**src/rtl/calendar_clock_tick_assert.svh**
```systemverilog
// Assertion macros for the calendar clock tick block.
// Included by modules that check their own logic; no other dependencies.
`ifndef CALENDAR_CLOCK_TICK_ASSERT_SVH
`define CALENDAR_CLOCK_TICK_ASSERT_SVH

`ifndef SYNTH
// same-cycle implication
`define CCT_ASSERT_IMP(lbl, clk, rst_n, ante, cons, msg) \
	lbl: assert property (@(posedge clk) disable iff (!rst_n) (ante) |-> (cons)) \
		else $error(msg);
// next-cycle implication
`define CCT_ASSERT_NXT(lbl, clk, rst_n, ante, cons, msg) \
	lbl: assert property (@(posedge clk) disable iff (!rst_n) (ante) |=> (cons)) \
		else $error(msg);
`else
`define CCT_ASSERT_IMP(lbl, clk, rst_n, ante, cons, msg)
`define CCT_ASSERT_NXT(lbl, clk, rst_n, ante, cons, msg)
`endif

`endif

```
**src/rtl/cct_pkg.sv**
```systemverilog
// Shared types and constants for the calendar clock tick block.
// No dependencies.
package cct_pkg;

	localparam int unsigned TDATA_W = 48;

	typedef struct packed {
		logic [13:0] year;
		logic [3:0]  month;
		logic [4:0]  day;
		logic [4:0]  hour;
		logic [5:0]  minute;
		logic [5:0]  second;
		logic [1:0]  mode;
	} time_t;

	typedef struct packed {
		time_t tm;
		logic  error;
	} result_t;

	// item kind carried on tuser
	localparam logic OP_TICK = 1'b0;
	localparam logic OP_LOAD = 1'b1;

	// hour modes
	localparam logic [1:0] MODE_AM = 2'd0;
	localparam logic [1:0] MODE_PM = 2'd1;
	localparam logic [1:0] MODE_24 = 2'd2;

	localparam logic [5:0]  SEC_LAST    = 6'd59;
	localparam logic [5:0]  MIN_LAST    = 6'd59;
	localparam logic [4:0]  HOUR_LAST24 = 5'd23;
	localparam logic [4:0]  HOUR_LASTAM = 5'd11;
	localparam logic [4:0]  HOUR_LASTPM = 5'd12;
	localparam logic [4:0]  HOURS_DAY   = 5'd24;
	localparam logic [4:0]  HOUR_NOON   = 5'd12;
	localparam logic [4:0]  HOUR_PM_WRAP = 5'd13;
	localparam logic [3:0]  MONTH_LAST  = 4'd12;
	localparam logic [13:0] YEAR_LAST   = 14'd9999;

	localparam time_t TIME_RST = '{
		year:   14'd2022,
		month:  4'd1,
		day:    5'd1,
		hour:   5'd0,
		minute: 6'd0,
		second: 6'd0,
		mode:   MODE_24
	};

	function automatic logic [4:0] month_len(input logic [3:0] month, input logic [13:0] year);
		logic [4:0] len;
		case (month)
			4'd2:                    len = (year[1:0] == 2'd0) ? 5'd29 : 5'd28;
			4'd4, 4'd6, 4'd9, 4'd11: len = 5'd30;
			default:                 len = 5'd31;
		endcase
		return len;
	endfunction

endpackage

```
**src/rtl/cct_step.sv**
```systemverilog
// Next-time logic: load, validity check and one-second advance with carries.
// Depends on cct_pkg.
module cct_step (
	input  cct_pkg::time_t cur,
	input  logic           op,
	input  cct_pkg::time_t load,
	output cct_pkg::time_t nxt,
	output logic           err
);

	logic [4:0] mlen;
	logic [4:0] hr_inc;
	logic       ok;
	logic       is_am;
	logic       is_pm;

	always_comb begin
		mlen   = cct_pkg::month_len(cur.month, cur.year);
		hr_inc = cur.hour + 5'd1;
		is_am  = (cur.mode == cct_pkg::MODE_AM);
		is_pm  = (cur.mode == cct_pkg::MODE_PM);
		ok = (cur.second <= cct_pkg::SEC_LAST) && (cur.minute <= cct_pkg::MIN_LAST)
			&& (cur.hour <= cct_pkg::HOUR_LAST24)
			&& (cur.mode == cct_pkg::MODE_AM || cur.mode == cct_pkg::MODE_PM
				|| cur.mode == cct_pkg::MODE_24)
			&& !(is_am && cur.hour > cct_pkg::HOUR_LASTAM)
			&& !(is_pm && cur.hour > cct_pkg::HOUR_LASTPM)
			&& (cur.month != 4'd0) && (cur.month <= cct_pkg::MONTH_LAST)
			&& (cur.day != 5'd0) && (cur.day <= mlen);
	end

	always_comb begin
		nxt = cur;
		err = 1'b0;
		if (op == cct_pkg::OP_LOAD) begin
			nxt = load;
		end else if (!ok) begin
			err = 1'b1;
		end else if (cur.second != cct_pkg::SEC_LAST) begin
			nxt.second = cur.second + 6'd1;
		end else begin
			nxt.second = 6'd0;
			if (cur.minute != cct_pkg::MIN_LAST) begin
				nxt.minute = cur.minute + 6'd1;
			end else begin
				nxt.minute = 6'd0;
				if (is_am && hr_inc >= cct_pkg::HOUR_NOON) begin
					nxt.mode = cct_pkg::MODE_PM;
					nxt.hour = hr_inc;
				end else if (is_pm && hr_inc >= cct_pkg::HOUR_PM_WRAP) begin
					nxt.hour = 5'd1;
				end else if (hr_inc >= cct_pkg::HOURS_DAY
						|| (is_pm && hr_inc >= cct_pkg::HOUR_NOON)) begin
					// midnight: 11 PM rolls to 0 AM, 23 rolls to 0
					if (is_pm)
						nxt.mode = cct_pkg::MODE_AM;
					nxt.hour = 5'd0;
					if (cur.day != mlen) begin
						nxt.day = cur.day + 5'd1;
					end else begin
						nxt.day = 5'd1;
						if (cur.month != cct_pkg::MONTH_LAST) begin
							nxt.month = cur.month + 4'd1;
						end else begin
							nxt.month = 4'd1;
							nxt.year = (cur.year >= cct_pkg::YEAR_LAST) ? 14'd0
								: cur.year + 14'd1;
						end
					end
				end else begin
					nxt.hour = hr_inc;
				end
			end
		end
	end

endmodule

```
**src/rtl/cct_out_reg.sv**
```systemverilog
// Output register: holds one result until the receiver takes it.
// Depends on cct_pkg.
module cct_out_reg (
	input  logic             clk,
	input  logic             arst_n,
	input  logic             in_valid,
	output logic             in_ready,
	input  cct_pkg::result_t in_data,
	output logic             out_valid,
	input  logic             out_ready,
	output cct_pkg::result_t out_data
);

	logic             valid_q;
	cct_pkg::result_t data_q;

	assign in_ready  = !valid_q || out_ready;
	assign out_valid = valid_q;
	assign out_data  = data_q;

	always_ff @(posedge clk or negedge arst_n) begin
		if (!arst_n)
			valid_q <= 1'b0;
		else if (in_ready)
			valid_q <= in_valid;
	end

	always_ff @(posedge clk) begin
		if (in_valid && in_ready)
			data_q <= in_data;
	end

endmodule

```
**src/rtl/calendar_clock_tick.sv**
```systemverilog
// Calendar clock tick top level: input stage, time registers, output register.
// Depends on cct_pkg, cct_step, cct_out_reg and calendar_clock_tick_assert.svh.
//
// Usage:
//  - Input stream (s_axis_*): tuser selects the item kind, tick (0) or load (1);
//    tdata carries the time to load, ignored on a tick.
//  - Output stream (m_axis_*): one result per input transaction, in order;
//    tdata is the stored time after the item, tuser is the error flag set
//    when a tick found the stored time invalid (the time is then unchanged).
//  - Pipeline: input stage then output register; m_axis_tvalid rises when
//    the output register takes the item's result from the input stage.
//  - Throughput: one item per cycle unless the receiver stalls. The time
//    registers are read and rewritten in the same cycle an item moves from
//    the input stage to the output register; consecutive items chain gap-free.
//  - Reset: 2022-01-01 00:00:00 in 24-hour mode, both stages empty.
//  - Receiver stall: the output register holds its result and the input
//    stage holds one more item; s_axis_tready drops only when both are full.
`include "calendar_clock_tick_assert.svh"

module calendar_clock_tick (
	input  logic                         clk,
	input  logic                         arst_n,
	input  logic                         s_axis_tvalid,
	output logic                         s_axis_tready,
	// year[13:0], month[17:14], day[22:18], hour[27:23], minute[33:28],
	// second[39:34], mode[41:40], zero[47:42]
	input  logic [cct_pkg::TDATA_W-1:0]  s_axis_tdata,
	// op[0]
	input  logic                         s_axis_tuser,
	output logic                         m_axis_tvalid,
	input  logic                         m_axis_tready,
	// year_out[13:0], month_out[17:14], day_out[22:18], hour_out[27:23],
	// minute_out[33:28], second_out[39:34], mode_out[41:40], zero[47:42]
	output logic [cct_pkg::TDATA_W-1:0]  m_axis_tdata,
	// error[0]
	output logic                         m_axis_tuser
);

	logic             valid_s1;
	logic             op_s1;
	cct_pkg::time_t   load_s1;
	cct_pkg::time_t   cur_q;
	cct_pkg::time_t   nxt;
	logic             err;
	logic             out_in_ready;
	logic             adv;
	cct_pkg::result_t res;
	cct_pkg::result_t out_res;
	cct_pkg::time_t   in_tm;

	assign in_tm = '{
		year:   s_axis_tdata[13:0],
		month:  s_axis_tdata[17:14],
		day:    s_axis_tdata[22:18],
		hour:   s_axis_tdata[27:23],
		minute: s_axis_tdata[33:28],
		second: s_axis_tdata[39:34],
		mode:   s_axis_tdata[41:40]
	};

	// stage 1 moves on when the output register can take its result
	assign adv           = valid_s1 && out_in_ready;
	assign s_axis_tready = !valid_s1 || out_in_ready;

	always_ff @(posedge clk or negedge arst_n) begin
		if (!arst_n)
			valid_s1 <= 1'b0;
		else if (s_axis_tready)
			valid_s1 <= s_axis_tvalid;
	end

	always_ff @(posedge clk) begin
		if (s_axis_tvalid && s_axis_tready) begin
			op_s1   <= s_axis_tuser;
			load_s1 <= in_tm;
		end
	end

	always_ff @(posedge clk or negedge arst_n) begin
		if (!arst_n)
			cur_q <= cct_pkg::TIME_RST;
		else if (adv)
			cur_q <= nxt;
	end

	cct_step u_step (
		.cur  (cur_q),
		.op   (op_s1),
		.load (load_s1),
		.nxt  (nxt),
		.err  (err)
	);

	assign res = '{tm: nxt, error: err};

	cct_out_reg u_out (
		.clk       (clk),
		.arst_n    (arst_n),
		.in_valid  (valid_s1),
		.in_ready  (out_in_ready),
		.in_data   (res),
		.out_valid (m_axis_tvalid),
		.out_ready (m_axis_tready),
		.out_data  (out_res)
	);

	assign m_axis_tdata = {6'd0, out_res.tm.mode, out_res.tm.second, out_res.tm.minute,
		out_res.tm.hour, out_res.tm.day, out_res.tm.month, out_res.tm.year};
	assign m_axis_tuser = out_res.error;

	`CCT_ASSERT_NXT(a_state_hold, clk, arst_n, !adv, $stable(cur_q), "time changed without a transaction")
	`CCT_ASSERT_NXT(a_err_hold, clk, arst_n, adv && err, $stable(cur_q), "error tick changed the time")
	`CCT_ASSERT_NXT(a_load_no_err, clk, arst_n, adv && op_s1 == cct_pkg::OP_LOAD, !m_axis_tuser, "load reported an error")
	`CCT_ASSERT_IMP(a_out_matches, clk, arst_n, m_axis_tvalid, out_res.tm == cur_q, "pending result differs from stored time")
	`CCT_ASSERT_NXT(a_s1_hold, clk, arst_n, valid_s1 && !adv, valid_s1 && $stable(load_s1), "stage 1 item lost while stalled")

endmodule
```
**config.mk**
```make
export PLATFORM = sky130hd
export DESIGN_NAME = calendar_clock_tick
export DESIGN_NICKNAME = d
export VERILOG_FILES = /design/src/rtl/cct_pkg.sv /design/src/rtl/cct_step.sv /design/src/rtl/cct_out_reg.sv /design/src/rtl/calendar_clock_tick.sv
export VERILOG_INCLUDE_DIRS = /design/src /design/src/rtl
export SDC_FILE = /design/constraint.sdc
export NUM_CORES = 1
export LEC_CHECK = 0
export BUFFER_PORTS_ARGS = -buffer_cell sky130_fd_sc_hd__buf_2
export CORE_MARGIN = 1
export CORE_UTILIZATION = 30
export CTS_CLUSTER_SIZE = 10
export DETAILED_ROUTE_END_ITERATION = 8
export GPL_TIMING_DRIVEN = 0
export SYNTH_ARGS = -nofsm -noshare
export SYNTH_HDL_FRONTEND = slang
export SYNTH_SLANG_ARGS = --single-unit
```
**constraint.sdc**
```tcl
create_clock -name clk -period 3.5 [get_ports clk]
set_clock_uncertainty 0.1 [all_clocks]
set_input_delay 0.525 -clock clk [delete_from_list [all_inputs] [get_ports clk]]
set_output_delay 0.525 -clock clk [all_outputs]
set_load 0.05 [all_outputs]
```
## After elaboration in Yosys (flattened, before gate mapping)

Cells that the tools add are included.

- $mul: 0
- Equality and inequality tests: 11
- Reduce and logical (&&, ||, !) cells: 30
- $lt $le $gt $ge: 11
- Div/mod/pow operators: 0
- Bitwise logic cells: 0
- Shift-type cells: 0
- Mux-type cells: 26
- Add/sub/neg operators: 6

Operators with widths:

| cell | count |
|---|---|
| 2-to-1 mux 42 bit | 2 |
| 2-to-1 mux 23 bit | 3 |
| 2-to-1 mux 34 bit | 1 |
| 2-to-1 mux 14 bit | 2 |
| 2-to-1 mux 28 bit | 1 |
| 2-to-1 mux 5 bit | 4 |
| 2-to-1 mux 18 bit | 1 |
| logical AND 1 bit | 16 |
| adder 14 x 1 -> 14 bit (second input constant) | 1 |
| greater-or-equal comparator 14 bit (second input constant) | 1 |
| adder 6 x 1 -> 6 bit (second input constant) | 2 |
| <= comparator 6 bit (second input constant) | 2 |
| 2-to-1 mux 2 bit | 6 |
| 2-to-1 mux 6 bit | 2 |
| != test 6 bit (second input constant) | 2 |
| adder 5 x 1 -> 5 bit (second input constant) | 2 |
| greater-or-equal comparator 5 x 4 -> 1 bit (second input constant) | 2 |
| > comparator 5 x 4 -> 1 bit (second input constant) | 2 |
| one-hot mux 5 bit (2 select lines) | 1 |
| == test 4 x 3 -> 1 bit (second input constant) | 2 |
| == test 4 bit (second input constant) | 2 |
| greater-or-equal comparator 5 bit (second input constant) | 1 |
| <= comparator 5 bit | 1 |
| <= comparator 5 bit (second input constant) | 1 |
| other kinds (15) | 24 |

- Memory bits (read-only): 0
- Bits of input ports: 53
- Register bits: 130
- Output and inout port bits: 51
- Latch bits: 0
- Memories kept: 0
- Memory bits (writable): 0

## Depth between registers and ports, before layout

- Depth in word-level cells: 12
- Depth in mapped cells: 15
- Gate-level depth less buffers: 13

## Modules after synthesis

A second synthesis with hierarchy kept.

- Cell total of the unflattened synthesis: 524
- Area, all modules: 6602.6 µm²

By module, submodules not included:

| module | area an instance (µm²) | sequential area each (µm²) | cells each | times used |
|---|---|---|---|---|
| calendar_clock_tick | 3124.2 | 2381.0 | 143 | 1 |
| cct_step | 2133.3 | 0.0 | 334 | 1 |
| cct_out_reg | 1345.0 | 1316.3 | 47 | 1 |

## Worst setup path after synthesis

No wires, ideal clock.

- Path kind: reg2reg
- Start: register cur_q[24] (netlist name)
- End: register u_out.data_q (netlist bit u_out.out_data[31]), data pin
- Arrival: 2.916 ns
- Stages on the path, launching flop included: 13
- Slack: 0.211 ns
- Buffers on the path: 1
- Required time: 3.128 ns
- Period minus slack after synthesis: 3.289 ns
- Library setup time: 0.272 ns
- Cells stage by stage: dfstp_2 inv_1 ha_1 o21ai_0 o21ai_0 o21ai_0 ha_1 nand3_1 or3_1 or4_4 buf_6 o311ai_2 o211ai_1

RTL lines:

| item | RTL line | RTL |
|---|---|---|
| start: declaration | calendar_clock_tick.sv:42 | `cct_pkg::time_t cur_q;` |
| start signal: assignment | calendar_clock_tick.sv:81 | `cur_q <= cct_pkg::TIME_RST;` |
| start signal: assignment | calendar_clock_tick.sv:83 | `cur_q <= nxt;` |
| end signal: assignment | cct_out_reg.sv:30 | `data_q <= in_data;` |
| end: declaration | cct_out_reg.sv:15 | `cct_pkg::result_t data_q;` |

==> impl_metrics.csv <==
group,metric,value,unit
power,p_per_area,625,nW/um^2
global_routing,grt_overflow,0,
final_layout,layout_commonest_cell,"buf_2",
global_routing,antenna_found_initial,0,
sta,finalHoldWorstSlack,0.164,ns
logic_synthesis,synth_area_per_cell,11.0,sq um
sta,finalSetupTns,-0.0168,ns
logic_synthesis,synth_seq_cells,130,
global_routing,grt_pass1_vias,5289,
drt,first_pass_iters,5,
logic_synthesis,yosys_warnings,0,
logic_synthesis,synthCells,597,
die,die_h,150,microns
place,post-place-ws,-0.495,ns
critical_path,start_kind,"flop",
sta,finalHoldViolations,0,
die,num_rows,53,
power,finalPower,0.00519,W
drt,drt_iter0_markers,480,
power,peakVddDrop,0.000327,V
critical_path,crit_path_end_kind,"flop",
drt,viasPerCell,5.28,
logic_synthesis,yosys.cell_types.count,68,
sta,slew_violations,0,
cts,clkTransAtPathRegs,0.06,ns
power,p_leak,3.20,nW
final_layout,drive_above_1_share,29.6,%
drt,vias,5360,
status,violations,"negative setup slack",
die,num_io_pins,104,
global_routing,track_usage,17.5,%
logic_synthesis,ys_async_sr_fraction,33.8,%
critical_path,crit_fanout,6,
cts,cts.sinks,130,
sta,post-route-period-util,100,%
sta,setup_ws,-0.0168,ns
place,port-buffer-count,91,
cts,root_buffer,"clkbuf_16",
cts,cts_hold_buf,0,
place,hpwl,12.7,mm
critical_path,worstPathArrival,3.57,ns
min_path,hold_class,"primary input to flop",
logic_synthesis,syn_area,6550,sq um
final_layout,stdcell_area,8310,sq um
final_layout,final_cell_mix,"buf_2, edfxtp_1, nand2_1, o21ai_0, nand3_1",
final_layout,area_growth,26.8,%
sta,period_minus_slack,3.52,ns
place,place_area,7410,sq um
critical_path,reg2regPathDepth,12,
die,initial_utilization,30.9,%
min_path,min_path_cells,1,
status,outcome,"complete, but fails checks",
critical_path,crit_required,3.55,ns
logic_synthesis,ys.flop_type,"edfxtp_1",
sta,setup_viol,1,
final_layout,nNetsFinal,795,
sta,tightest_slew,1.15,ns
die,core_area,21200,sq um
sta,rsz0062_at_grt,"yes",
cts,cts_max_level,4,
critical_path,r2r_slack,-0.02,ns
cts,cts.path.max_buffers,2,
cts,cts_buffers,17,
die,die_w,150,microns
critical_path,crit_type,"flop to flop",
logic_synthesis,ys_seq_area_share,56.4,%
flow_run,maxCapViolCount,0,
cts,clkLatencyLatePin,0.43,ns
cts,cts_tree,"yes",
sta,clock.fmax,284,MHz
drt,ant_nets,0,
logic_synthesis,synth_edf_count,86,
drt,post_drt_wl_per_cell,18.6,microns
global_routing,grt_pass1_wl,29.1,mm
sta,relSlewSlack,23.3,%
drt,drt-total-wl,18.9,mm
die,die-area,22400,sq um
final_layout,diodes,0,
global_routing,grt_max_degree,45,
place,place.gp.congestion,0.871,
drt,route.detailed.drc,0,
-- cells in the mapped netlist, types with 9 or more instances --
cell / number / area [sq um]
mux2_2: 14 / 158
edfxtp_1: 86 / 2580
nand4_1: 10 / 62.6
nor4_1: 10 / 62.6
o211ai_1: 10 / 75.1
clkbuf_1: 22 / 82.6
nand2_1: 63 / 236
o22ai_1: 9 / 56.3
nand3_1: 36 / 180
dfrtp_1: 33 / 826
o21ai_0: 43 / 215
ha_1: 14 / 175
inv_1: 17 / 63.8
nor2_1: 35 / 131
a21oi_1: 27 / 135
a2bb2oi_1: 10 / 87.6
xnor2_1: 9 / 78.8
dfstp_2: 11 / 289
-- metal layers --
layer,vias to the layer above,share of wire (%),global-route usage (%)
met3,27,7.1,4.94
li1,2509,-,-
met4,0,2.1,6.31
met2,195,44,26.2
met5,-,0,0
met1,2629,46,23.9
-- stage by stage --
step | util, % | cells
after global placement | 34.7 | 968
after global routing | 39.2 | 1016
after detailed placement | 34.9 | 970
final | 39.2 | 1016
after CTS | 38.2 | 1003
after floorplan | - | 602
-- layout make-up --
cell class                 count  area (sq um)
multi-input combinational    415          2780
fill                        2109         12900
inverter                      19          71.3
clock buffer                  17           425
timing repair buffer         110           644
buffer                        35           200
sequential                   130          3700
tap                          275           344
clock inverter                15           143
-- power by group --
| part | switching, W | internal [W] |
|---|---|---|
| clock | 0.000702 | 0.00104 |
| sequential | 0.000197 | 0.00192 |
| combinational | 0.000879 | 0.000462 |
-- flip-flops by register name, indices dropped and copies added (netlist names) --
register,flops
op_s1,1
u_out.out_valid,1
cur_q,42
load_s1,42
valid_s1,1
u_out.out_data,43
-- worst paths after layout --
check                                                     to             startpoint
worst max-delay path            u_out.out_data[29]$_DFFE_PP_  cur_q[25]$_DFFE_PN0P_
worst min-delay path                    load_s1[3]$_DFFE_PP_       s_axis_tdata[35]
worst max register to register  u_out.out_data[29]$_DFFE_PP_  cur_q[25]$_DFFE_PN0P_
worst min register to register   u_out.out_valid$_DFFE_PN0P_   valid_s1$_DFFE_PN0N_
max in group asynchronous              cur_q[25]$_DFFE_PN0P_                 arst_n
min in group asynchronous               valid_s1$_DFFE_PN0N_                 arst_n
-- worst max-delay path, stage by stage, from the launching register on --
cell and delay (ns):
dfrtp_2 0.46, inv_1 0.18, ha_4 0.18, o21ai_1 0.06
o21ai_0 0.08, o21ai_1 0.10, ha_1 0.33, nand3_4 0.10
or3_4 0.41, or4_4 0.60, buf_12 0.17, o211ai_1 0.27
o311ai_2 0.18
-- kinds of logic (layout without fill, tap and decap cells) --
group | after synthesis | count (layout) | synth area share, %
AND/OR/NAND/NOR | 209 | 209 | 16.2
AO/OA/AOI/OAI | 148 | 148 | 14.9
flip-flops | 130 | 130 | 56.4
buffers and inverters | 57 | 196 | 3.88
multiplexers | 22 | 22 | 3.78
XOR/XNOR | 16 | 16 | 2.14
adder cells (fa/ha/maj) | 14 | 14 | 2.67
other | 1 | 6 | 0.0572
-- timing repair --
item | CTS | global route
pin swaps | 1 | 12
buffers inserted | 3 | 13
resized for setup | 22 | 25
setup endpoints to repair | 72 | 51
cloned | 0 | 1
(Power assumes the default switching activity.)
